File: src/npm_pkg.sv
// Shared types, constants and modular helpers for the NTT polynomial multiplier.
package npm_pkg;

	localparam int N_COEFFS = 256;
	localparam int ADDR_W   = 8;
	localparam int COEFF_W  = 23;
	localparam int KIND_W   = 3;

	localparam logic [COEFF_W-1:0] MOD_Q      = 23'd8380417;
	localparam logic [COEFF_W-1:0] ROOT       = 23'd1753;
	localparam logic [COEFF_W-1:0] INV_DEGREE = 23'd8347681;

	// command kinds; codes 5..7 are no-ops
	typedef enum logic [KIND_W-1:0] {
		K_WRITE_A  = 3'd0,
		K_WRITE_B  = 3'd1,
		K_FWD_NTT  = 3'd2,
		K_INV_NTT  = 3'd3,
		K_POLY_MUL = 3'd4
	} kind_t;

	typedef enum logic [2:0] {
		PH_START, PH_COPY, PH_FWD_T, PH_FWD_A, PH_POINT, PH_INV, PH_SCALE, PH_DONE
	} phase_t;

	typedef enum logic [4:0] {
		ST_INIT_WR, ST_WAIT, ST_INIT_LD, ST_IDLE, ST_WRITE, ST_DISPATCH,
		ST_CP_RD, ST_CP_WR, ST_BF_RD0, ST_BF_RD1, ST_BF_RD2, ST_BF_MUL,
		ST_BF_WR0, ST_BF_WR1, ST_EL_RD, ST_EL_CAP, ST_EL_MUL, ST_EL_WR,
		ST_RD, ST_CAP
	} state_t;

	typedef enum logic [2:0] {
		MUL_FWD, MUL_INV, MUL_POINT, MUL_SCALE, MUL_TWID
	} mul_op_t;

	typedef enum logic [2:0] {
		WS_COEFF, WS_COPY, WS_ADD_XY, WS_ADD_XR, WS_SUB_XR, WS_PROD
	} wsrc_t;

	typedef struct packed {
		logic              cap_in;
		logic [ADDR_W-1:0] addr;
		logic [ADDR_W-1:0] z_addr;
		logic              a_we;
		logic              b_we;
		logic              t_we;
		logic              z_we;
		wsrc_t             wsrc;
		logic              use_t;
		logic              cap_x;
		logic              cap_y;
		logic              cap_pair;
		logic              cap_z;
		logic              neg_z;
		mul_op_t           mul_op;
		logic              cap_r;
		logic              pw_load;
		logic              out_load;
	} dp_cmd_t;

	typedef struct packed {
		logic out_busy;
	} dp_sts_t;

	function automatic logic [COEFF_W-1:0] mod_add(input logic [COEFF_W-1:0] a,
		input logic [COEFF_W-1:0] b);
		logic [COEFF_W:0] s;
		s = {1'b0, a} + {1'b0, b};
		return (s >= {1'b0, MOD_Q}) ? COEFF_W'(s - {1'b0, MOD_Q}) : s[COEFF_W-1:0];
	endfunction

	function automatic logic [COEFF_W-1:0] mod_sub(input logic [COEFF_W-1:0] a,
		input logic [COEFF_W-1:0] b);
		return (a >= b) ? COEFF_W'(a - b) : COEFF_W'({1'b0, a} + {1'b0, MOD_Q} - {1'b0, b});
	endfunction

	function automatic logic [ADDR_W-1:0] bitrev8(input logic [ADDR_W-1:0] k);
		logic [ADDR_W-1:0] r;
		for (int i = 0; i < ADDR_W; i++) begin
			r[i] = k[ADDR_W-1-i];
		end
		return r;
	endfunction

	// phase that follows ph for a given command
	function automatic phase_t next_phase(input kind_t k, input phase_t ph);
		phase_t n;
		n = PH_DONE;
		if (k == K_FWD_NTT) begin
			n = (ph == PH_START) ? PH_FWD_A : PH_DONE;
		end else if (k == K_INV_NTT) begin
			n = (ph == PH_START) ? PH_INV : ((ph == PH_INV) ? PH_SCALE : PH_DONE);
		end else if (k == K_POLY_MUL) begin
			unique case (ph)
				PH_START: n = PH_COPY;
				PH_COPY:  n = PH_FWD_T;
				PH_FWD_T: n = PH_FWD_A;
				PH_FWD_A: n = PH_POINT;
				PH_POINT: n = PH_INV;
				PH_INV:   n = PH_SCALE;
				default:  n = PH_DONE;
			endcase
		end
		return n;
	endfunction

endpackage

File: src/npm_ctrl.sv
// Controller: command sequencing, NTT layer/butterfly counters and RAM addressing.
module npm_ctrl (
	input  logic                        clk,
	input  logic                        arst_n,
	input  logic                        in_valid,
	output logic                        in_ready,
	input  logic [npm_pkg::KIND_W-1:0]  in_kind,
	input  logic [npm_pkg::ADDR_W-1:0]  in_index,
	input  logic                        in_want,
	input  npm_pkg::dp_sts_t            sts,
	output npm_pkg::dp_cmd_t            cmd
);
	import npm_pkg::*;

	state_t            state_q, state_d;
	phase_t            phase_q;
	kind_t             kind_q;
	logic [ADDR_W-1:0] idx_q;
	logic              want_q;
	logic [2:0]        lyr_q;
	logic [6:0]        bf_q;
	logic [ADDR_W-1:0] cnt_q;
	logic [1:0]        wait_q;

	logic              fwd, bf_last, cnt_last;
	logic [2:0]        lg;
	logic [ADDR_W-1:0] bx, grp, lo_mask, j_lo, j_hi, m_fwd, m_idx;
	logic [ADDR_W:0]   m_inv;

	// butterfly address generation
	assign fwd      = (phase_q != PH_INV);
	assign lg       = fwd ? 3'(3'd7 - lyr_q) : lyr_q;
	assign bx       = {1'b0, bf_q};
	assign grp      = bx >> lg;
	assign lo_mask  = (ADDR_W'(1) << lg) - ADDR_W'(1);
	assign j_lo     = (grp << ({1'b0, lg} + 4'd1)) | (bx & lo_mask);
	assign j_hi     = j_lo | (ADDR_W'(1) << lg);
	assign m_fwd    = (ADDR_W'(1) << lyr_q) + grp;
	assign m_inv    = (9'd256 >> lyr_q) - 9'd1 - {1'b0, grp};
	assign m_idx    = fwd ? m_fwd : m_inv[ADDR_W-1:0];
	assign bf_last  = (bf_q == 7'd127) && (lyr_q == 3'd7);
	assign cnt_last = (cnt_q == ADDR_W'(N_COEFFS - 1));

	// next state
	always_comb begin
		state_d = state_q;
		unique case (state_q)
			ST_INIT_WR: state_d = ST_WAIT;
			ST_WAIT: begin
				if (wait_q == 2'd3) begin
					unique case (phase_q)
						PH_START:                   state_d = ST_INIT_LD;
						PH_FWD_T, PH_FWD_A, PH_INV: state_d = ST_BF_WR0;
						PH_POINT, PH_SCALE:         state_d = ST_EL_WR;
						default:                    state_d = ST_IDLE;
					endcase
				end
			end
			ST_INIT_LD: state_d = cnt_last ? ST_IDLE : ST_INIT_WR;
			ST_IDLE: begin
				if (in_valid) begin
					state_d = (in_kind == K_WRITE_A || in_kind == K_WRITE_B) ?
						ST_WRITE : ST_DISPATCH;
				end
			end
			ST_WRITE: state_d = want_q ? ST_RD : ST_IDLE;
			ST_DISPATCH: begin
				unique case (phase_q)
					PH_COPY:                    state_d = ST_CP_RD;
					PH_FWD_T, PH_FWD_A, PH_INV: state_d = ST_BF_RD0;
					PH_POINT, PH_SCALE:         state_d = ST_EL_RD;
					default:                    state_d = want_q ? ST_RD : ST_IDLE;
				endcase
			end
			ST_CP_RD:  state_d = ST_CP_WR;
			ST_CP_WR:  state_d = cnt_last ? ST_DISPATCH : ST_CP_RD;
			ST_BF_RD0: state_d = ST_BF_RD1;
			ST_BF_RD1: state_d = ST_BF_RD2;
			ST_BF_RD2: state_d = ST_BF_MUL;
			ST_BF_MUL: state_d = ST_WAIT;
			ST_BF_WR0: state_d = ST_BF_WR1;
			ST_BF_WR1: state_d = bf_last ? ST_DISPATCH : ST_BF_RD0;
			ST_EL_RD:  state_d = ST_EL_CAP;
			ST_EL_CAP: state_d = ST_EL_MUL;
			ST_EL_MUL: state_d = ST_WAIT;
			ST_EL_WR:  state_d = cnt_last ? ST_DISPATCH : ST_EL_RD;
			ST_RD:     state_d = ST_CAP;
			ST_CAP:    state_d = sts.out_busy ? ST_CAP : ST_IDLE;
			default:   state_d = ST_IDLE;
		endcase
	end

	// datapath commands
	always_comb begin
		cmd        = '0;
		cmd.wsrc   = WS_COEFF;
		cmd.mul_op = MUL_FWD;
		cmd.use_t  = (phase_q == PH_FWD_T);
		cmd.neg_z  = !fwd;
		cmd.z_addr = m_idx;
		in_ready   = 1'b0;
		unique case (state_q)
			ST_INIT_WR: begin
				cmd.z_addr = bitrev8(cnt_q);
				cmd.z_we   = 1'b1;
				cmd.mul_op = MUL_TWID;
			end
			ST_WAIT:    cmd.cap_r = (wait_q == 2'd3);
			ST_INIT_LD: cmd.pw_load = 1'b1;
			ST_IDLE: begin
				in_ready   = 1'b1;
				cmd.cap_in = in_valid;
			end
			ST_WRITE: begin
				cmd.addr = idx_q;
				cmd.a_we = (kind_q == K_WRITE_A);
				cmd.b_we = (kind_q == K_WRITE_B);
			end
			ST_CP_RD: cmd.addr = cnt_q;
			ST_CP_WR: begin
				cmd.addr = cnt_q;
				cmd.t_we = 1'b1;
				cmd.wsrc = WS_COPY;
			end
			ST_BF_RD0: cmd.addr = j_lo;
			ST_BF_RD1: begin
				cmd.addr  = j_hi;
				cmd.cap_x = 1'b1;
				cmd.cap_z = 1'b1;
			end
			ST_BF_RD2: begin
				cmd.addr  = j_hi;
				cmd.cap_y = 1'b1;
			end
			ST_BF_MUL: begin
				// inverse butterfly writes the sum while the product is in flight
				cmd.addr   = j_lo;
				cmd.mul_op = fwd ? MUL_FWD : MUL_INV;
				cmd.wsrc   = WS_ADD_XY;
				cmd.a_we   = !fwd && !cmd.use_t;
				cmd.t_we   = !fwd && cmd.use_t;
			end
			ST_BF_WR0: begin
				cmd.addr = j_hi;
				cmd.wsrc = fwd ? WS_SUB_XR : WS_PROD;
				cmd.a_we = !cmd.use_t;
				cmd.t_we = cmd.use_t;
			end
			ST_BF_WR1: begin
				cmd.addr = j_lo;
				cmd.wsrc = WS_ADD_XR;
				cmd.a_we = fwd && !cmd.use_t;
				cmd.t_we = fwd && cmd.use_t;
			end
			ST_EL_RD: cmd.addr = cnt_q;
			ST_EL_CAP: begin
				cmd.addr     = cnt_q;
				cmd.cap_pair = 1'b1;
			end
			ST_EL_MUL: cmd.mul_op = (phase_q == PH_POINT) ? MUL_POINT : MUL_SCALE;
			ST_EL_WR: begin
				cmd.addr = cnt_q;
				cmd.a_we = 1'b1;
				cmd.wsrc = WS_PROD;
			end
			ST_RD: cmd.addr = idx_q;
			ST_CAP: begin
				cmd.addr     = idx_q;
				cmd.out_load = !sts.out_busy;
			end
			default: cmd.addr = idx_q;
		endcase
	end

	// state and counters
	always_ff @(posedge clk or negedge arst_n) begin
		if (!arst_n) begin
			state_q <= ST_INIT_WR;
			phase_q <= PH_START;
			kind_q  <= K_WRITE_A;
			idx_q   <= '0;
			want_q  <= 1'b0;
			lyr_q   <= '0;
			bf_q    <= '0;
			cnt_q   <= '0;
			wait_q  <= '0;
		end else begin
			state_q <= state_d;
			unique case (state_q)
				ST_INIT_WR, ST_BF_MUL, ST_EL_MUL: wait_q <= '0;
				ST_WAIT:    wait_q <= wait_q + 2'd1;
				ST_INIT_LD: cnt_q <= cnt_q + ADDR_W'(1);
				ST_IDLE: begin
					if (in_valid) begin
						kind_q  <= kind_t'(in_kind);
						idx_q   <= in_index;
						want_q  <= in_want;
						phase_q <= next_phase(kind_t'(in_kind), PH_START);
					end
				end
				ST_DISPATCH: begin
					lyr_q <= '0;
					bf_q  <= '0;
					cnt_q <= '0;
				end
				ST_CP_WR, ST_EL_WR: begin
					cnt_q <= cnt_q + ADDR_W'(1);
					if (cnt_last) begin
						phase_q <= next_phase(kind_q, phase_q);
					end
				end
				ST_BF_WR1: begin
					bf_q <= bf_q + 7'd1;
					if (bf_q == 7'd127) begin
						lyr_q <= lyr_q + 3'd1;
						if (lyr_q == 3'd7) begin
							phase_q <= next_phase(kind_q, phase_q);
						end
					end
				end
				default: ;
			endcase
		end
	end
endmodule

File: config.mk
export PLATFORM = sky130hd
export DESIGN_NAME = npm_ctrl
export DESIGN_NICKNAME = d
export VERILOG_FILES = /design/src/npm_pkg.sv /design/src/npm_ctrl.sv
export SDC_FILE = /design/constraint.sdc
export NUM_CORES = 1
export LEC_CHECK = 0
export BUFFER_PORTS_ARGS = -buffer_cell sky130_fd_sc_hd__buf_2
export CORE_UTILIZATION = 38
export CTS_BUF_LIST = sky130_fd_sc_hd__clkbuf_4 sky130_fd_sc_hd__clkbuf_8
export CTS_CLUSTER_DIAMETER = 200
export DETAILED_ROUTE_END_ITERATION = 12
export GPL_ROUTABILITY_DRIVEN = 0
export GPL_TIMING_DRIVEN = 1
export PLACE_DENSITY = 0.52
export SLEW_MARGIN = 15
export SYNTH_ARGS = -nofsm -noshare
export SYNTH_HDL_FRONTEND = slang
export SYNTH_SLANG_ARGS = --single-unit
File: constraint.sdc
create_clock -name clk -period 6.1 [get_ports clk]
set_input_delay 1.525 -clock clk [delete_from_list [all_inputs] [get_ports clk]]
set_output_delay 1.525 -clock clk [all_outputs]
set_load 0.03 [all_outputs]
==> run_results.csv, run 1 <==
group,metric,value,unit
status,status,"finished, final reports clean",
synth,syn_nets,696,
global_routing,grtUsageMet2,42.76,%
timing,fmax,173.0,MHz
die,dieArea,12900,um^2
route,wl,16.44,mm
setup_path,rrSetupSlack,3.20,ns
synth,ys_warn_count,0,
clock_network,path_clk_slew,0.08,ns
clock_network,cts_made_buffers,5,
global_routing,use_met3,2.922,%
power_and_ir_drop,irDropWorstVdd,0.2158,mV
placement,io_buffers,52,
final_layout,area_growth,12.67,%
setup_path,worstSetupEndpointType,"output port",
clock_network,cts_buffer_depth,2,
route,avgRoutedWirePerCell,19.05,um
synth,yosysTopAreaCell,"dfrtp_1",
route,drtPass1Iterations,4,
route,vias,5233,
route,vias_per_cell,6.064,
die,ioPinCount,53,
final_layout,drive_gt1_share,17.55,%
die,initial_core_util,39.21,%
synth,synth_common_cells,"nor2_1, nand2_1, a21oi_1",
setup_path,crit_fanout,17,
placement,hpwl,12.53,mm
final_layout,multi_input_area,3458,um^2
global_routing,overflow,0,
global_routing,antenna_found_initial,0,
setup_path,criticalPathCategory,"reg -> out",
route,initialDrtViolationCount,472,
timing,hold_viol,0,
synth,synth_cell_types,70,
global_routing,grt_pass1_vias,4938,
global_routing,met1_usage,34.72,%
die,die_h,113.6,um
final_layout,fillerInstances,1253,
die,die_x,113.6,um
synth,syn_area,4730,um^2
setup_path,required,4.58,ns
synth,yosysMostFrequentCell,"nor2_1",
clock_network,cts_tree,"yes",
clock_network,post_cts_buffers,0,
power_and_ir_drop,leakagePower,2.224,nW
timing,setup_violations,0,
synth,syn_inst,653,
final_layout,final_nets,737,
timing,slew_violations,0,
timing,finalSetupTns,0,ns
synth,synth_top_cells_by_area,"dfrtp_1, ha_1, nor2_1",
global_routing,grt_pass1_wl,26.54,mm
global_routing,top_usage_layer,"met2",
global_routing,grt_usage,26.28,%
route,antenna_left,0,
clock_network,clk_latency,0.31,ns
timing,maxSlewHeadroom,37.50,%
synth,synth_edf_count,0,
timing,fin_crit,5.780,ns
final_layout,diodes,0,
global_routing,grt_max_degree,41,
timing,finClkSkew,0.003798,ns
synth,yosysTopAreaCellShare,21.16,%
route,drc_errors,0,
die,fp.coreArea,12060,um^2
die,rows,40,
final_layout,regArea,1007,um^2
setup_path,arrival,4.26,ns
synth,yosysSeqAreaShare,21.16,%
clock_network,htreeDepth,2,
timing,worstMarginPinSlew,0.9374,ns
hold_path,hold_class,"reg -> reg",
setup_path,crit_path_start_kind,"flop",
power_and_ir_drop,power,2.148,mW
timing,rsz0062_at_grt,"false",
synth,synth_ff_type,"dfrtp_1",
power_and_ir_drop,pwr_density_cell,403.0,nW/um^2
clock_network,clock_sinks,40,
synth,syn_area_per_cell,7.243,um^2
clock_network,cts-root-buf,"clkbuf_8",
flow_run,max_cap_violations,0,
synth,ys_ff_latch,40,
timing,period_share,94.76,%
synth,async_reset_ff_share,100.0,%
==> worst max-delay path: stages (launching register included) <==
cell and delay, ns:
dfrtp_1 0.38, nand3b_4 0.16, inv_2 0.30, buf_4 0.30, o311ai_0 0.16, o21ai_0 0.45, mux2i_1 0.21, ha_1 0.38
a21oi_1 0.23, o21bai_1 0.13, a2111oi_2 0.40, nor3_1 0.08, or3b_2 0.44, a21oi_1 0.13, buf_2 0.21
==> metrics by stage <==
step	instances	cell area [um^2]	util (%)	setup WS, ns	hold slack (ns)
floorplan	653	4730	-	0.4626	0.4701
global placement	855	5215	43.24	0.4279	0.4927
detailed placement	855	5215	43.24	0.3837	0.4983
CTS	863	5308	44.00	0.03293	0.5167
global route	863	5329	44.18	0.01194	0.5307
finish	863	5329	44.18	0.3196	0.5178
==> cell families (layout without fill, tap and decap cells) <==
kind of cell / Yosys count / count (layout) / synth area share, %
compound gates: 203 / 203 / 27.78
fa+ha+maj: 28 / 28 / 7.672
mux: 30 / 30 / 7.248
xor+xnor: 16 / 16 / 3.122
simple gates: 265 / 265 / 26.98
flops: 40 / 40 / 21.16
buf+inv: 71 / 113 / 6.031
==> timing repair <==
| item | CTS | global route |
|---|---|---|
| endpoints found under the setup margin | 0 | 1 |
| hold buffers | 0 | 0 |
| resized for setup | 0 | 8 |
==> metal layers <==
layer  vias up  wire, um
li1       2472         -
met1      2472      7031
met2       241      7682
met3        48      1109
met4         0       620
met5         -         0
==> state kept, by name, summed over array words and instances, names as in the netlist <==
name	flops
cnt_q	8
idx_q	8
bf_q	7
state_q	5
kind_q	3
lyr_q	3
phase_q	3
wait_q	2
want_q	1
==> power breakdown <==
part	switching, mW	internal [mW]
Sequential	0.118	0.344
Clock	0.102	0.0904
Combinational	0.979	0.515
Total	1.20	0.949
==> area by class of cell <==
class | instances | area share (%)
inverter | 26 | 1.831
multi-input combinational | 542 | 64.90
tap | 168 | 3.945
timing repair buffer | 79 | 8.687
clock inverter | 2 | 0.1878
clock buffer | 6 | 1.550
sequential | 40 | 18.90
==> cell usage in the layout, fill, tap and decap left out, types with 6 or more instances in the layout <==
cell / count
mux2_2: 14
a21oi_1: 51
nor2b_1: 12
o21ai_0: 50
nand2b_1: 18
mux2i_1: 14
clkbuf_8: 6
buf_4: 27
nor2_1: 75
nand3_1: 29
buf_2: 52
dfrtp_1: 37
o22ai_1: 14
nand2_1: 69
nor3_1: 22
a31oi_1: 11
or3_1: 7
inv_1: 20
a221oi_1: 6
xnor2_1: 11
ha_1: 25
==> final timing paths <==
kind / to / depth (start not counted) / start
setup / recovery: cmd[26] / 14 / phase_q[1]$_DFFE_PN0P_
hold / removal: idx_q[0]$_DFFE_PN0P_ / 1 / idx_q[0]$_DFFE_PN0P_
setup reg to reg: phase_q[2]$_DFFE_PN0P_ / 7 / state_q[3]$_DFFE_PN0P_
hold reg to reg: idx_q[0]$_DFFE_PN0P_ / 1 / idx_q[0]$_DFFE_PN0P_
max in group asynchronous: lyr_q[1]$_DFFE_PN0P_ / 1 / arst_n
min in group asynchronous: idx_q[4]$_DFFE_PN0P_ / 1 / arst_n
Power figures use the tool's default switching activity.
==> run 2: changes to the inputs <==
--- a/config.mk
+++ b/config.mk
@@ -7,7 +7,7 @@
 export LEC_CHECK = 0
 export BUFFER_PORTS_ARGS = -buffer_cell sky130_fd_sc_hd__buf_2
 export CORE_UTILIZATION = 38
-export CTS_BUF_LIST = sky130_fd_sc_hd__clkbuf_4 sky130_fd_sc_hd__clkbuf_8
+export CTS_BUF_LIST = sky130_fd_sc_hd__clkbuf_16
 export CTS_CLUSTER_DIAMETER = 200
 export DETAILED_ROUTE_END_ITERATION = 12
 export GPL_ROUTABILITY_DRIVEN = 0
==> run_results.csv, run 2 (same netlist as run 1, synthesis figures left out) <==
group,metric,value,unit
timing,slew_violations,0,
die,ioPinCount,53,
timing,rsz0062_at_grt,"false",
global_routing,grt_usage,26.25,%
final_layout,reg_top3,"cnt_q: 8 flops, idx_q: 8 flops, bf_q: 7 flops",
hold_path,holdCritStartpoint,"idx_q[0]$_DFFE_PN0P_",
clock_network,cts_made_buffers,5,
setup_path,worstSetupEndpointType,"output port",
die,die_x,113.6,um
setup_path,arrival,4.22,ns
timing,holdWs,0.5111,ns
power_and_ir_drop,pwr_density_cell,411.9,nW/um^2
setup_path,cp_common_cell,"a21oi_1",
setup_path,cpPeakStageDelay,0.44,ns
final_layout,final_cell_mix,"nor2_1, nand2_1, buf_2",
flow_run,max_cap_violations,0,
final_layout,fillerInstances,1246,
hold_path,hold_class,"reg -> reg",
clock_network,htreeDepth,2,
clock_network,cts_tree,"yes",
route,drtPass1Iterations,6,
final_layout,diodes,0,
setup_path,worstPathCellList,"nand3b_4 -> inv_2 -> buf_4 -> o311ai_0 -> o21ai_0 -> mux2i_1 -> ha_1 -> a21oi_1 -> o21bai_1 -> a2111oi_2 -> nor3_1 -> or3b_2 -> a21oi_1 -> buf_2",
timing,hold_viol,0,
clock_network,hold_buffers,0,
placement,io_buffers,52,
timing,fin_crit,5.742,ns
route,antenna_left,0,
route,wl,16.45,mm
final_layout,drive_gt1_share,17.27,%
clock_network,cts-root-buf,"clkbuf_16",
die,die_h,113.6,um
final_layout,final_nets,737,
setup_path,crit_path_start_kind,"flop",
power_and_ir_drop,p_comb_share,67.4,%
global_routing,antenna_found_initial,0,
power_and_ir_drop,switching_share,54.44,%
final_layout,multi_input_area,3453,um^2
setup_path,required,4.58,ns
route,avgRoutedWirePerCell,19.06,um
timing,setup_violations,0,
die,initial_core_util,39.21,%
die,fp.coreArea,12060,um^2
power_and_ir_drop,internal-power,1.007,mW
clock_network,clk_latency,0.29,ns
clock_network,path_clk_slew,0.06,ns
timing,finClkSkew,0.002419,ns
clock_network,cts_buffer_depth,2,
power_and_ir_drop,p_switching,1.204,mW
global_routing,overflow,0,
route,vias_per_cell,6.101,
timing,fmax,174.2,MHz
power_and_ir_drop,power,2.211,mW
setup_path,r2r_start,"state_q[3]$_DFFE_PN0P_",
final_layout,regArea,1005,um^2
global_routing,grt_pass1_vias,4928,
setup_path,crit_family,"compound AO/OA/AOI/OAI gates",
timing,finalSetupTns,0,ns
timing,maxSlewHeadroom,37.46,%
power_and_ir_drop,clockPowerShare,11.6,%
setup_path,criticalPathCategory,"reg -> out",
placement,hpwl,12.53,mm
route,drc_errors,0,
power_and_ir_drop,leakagePower,2.243,nW
global_routing,grt_pass1_wl,26.53,mm
final_layout,area_growth,13.49,%
timing,period_share,94.12,%
setup_path,crit_fanout,17,
route,initialDrtViolationCount,409,
die,dieArea,12900,um^2
clock_network,post_cts_buffers,0,
setup_path,startpoint,"phase_q[1]$_DFFE_PN0P_",
die,rows,40,
final_layout,fin_cells,863,
setup_path,critical-path-slowest-cell,"o21ai_0",
clock_network,cts_resized,0,
status,status,"finished, final reports clean",
placement,place_inst,855,
setup_path,critPathBufInv,3,
timing,worstMarginPinSlew,0.9380,ns
final_layout,mostFrequentLayoutCell,"nor2_1",
global_routing,grt_max_degree,41,
power_and_ir_drop,irDropWorstVdd,0.1908,mV
clock_network,clock_sinks,40,
route,vias,5265,
power_and_ir_drop,p_seq_share,21.0,%
run 2: cell count changes in the layout (fill, tap and decap cells not counted):
cell / before / now
a211oi_2: 1 / 0
clkinv_1: 5 / 6
dfrtp_2: 2 / 3
clkbuf_16: 0 / 5
a211oi_1: 5 / 6
clkbuf_8: 6 / 0
dfrtp_4: 1 / 0
run 2: cell type report:
type	instances	share of cell area [%]
clock inverters	3	0.2564
well taps	168	3.916
repair buffers	79	8.625
clock buffers	5	2.331
multi-input cells	542	64.34
inverters	26	1.818
flip-flops and latches	40	18.72
run 2: metal layers:
layer	vias up	track usage, %	wire length [um]
met1	2518	34.69	7057
met4	0	12.89	659
met3	53	2.763	1063
met2	223	42.76	7667
li1	2471	-	-
met5	-	0	0
run 2: metrics by stage:
step                utilization, %  setup slack (ns)  area, um^2
floorplan                        -            0.4626        4730
global placement             43.24            0.4279        5215
detailed placement           43.24            0.3837        5215
CTS                          44.39           0.06169        5354
global route                 44.50           0.02523        5368
finish                       44.50            0.3584        5368
run 2: power groups by stage:
| stage | registers [mW] | clock network (mW) | logic [mW] |
|---|---|---|---|
| final | 0.463 | 0.257 | 1.49 |
| after global routing | 0.476 | 0.272 | 1.62 |
| after CTS | 0.458 | 0.261 | 1.48 |
| after detailed placement | 0.464 | 0 | 1.47 |
| after global placement | 0.464 | 0 | 1.47 |
| after floorplan | 0.401 | 0 | 1.10 |
run 2: worst paths after layout:
kind | cells past startpoint | end | slack, ns
worst max-delay path | 14 | cmd[26] | 0.36
worst min-delay path | 1 | idx_q[0]$_DFFE_PN0P_ | 0.51
worst max register to register | 7 | phase_q[2]$_DFFE_PN0P_ | 3.19
worst min register to register | 1 | idx_q[0]$_DFFE_PN0P_ | 0.51
max in group asynchronous | 1 | lyr_q[0]$_DFFE_PN0P_ | 4.07
min in group asynchronous | 1 | kind_q[2]$_DFFE_PN0P_ | 1.37
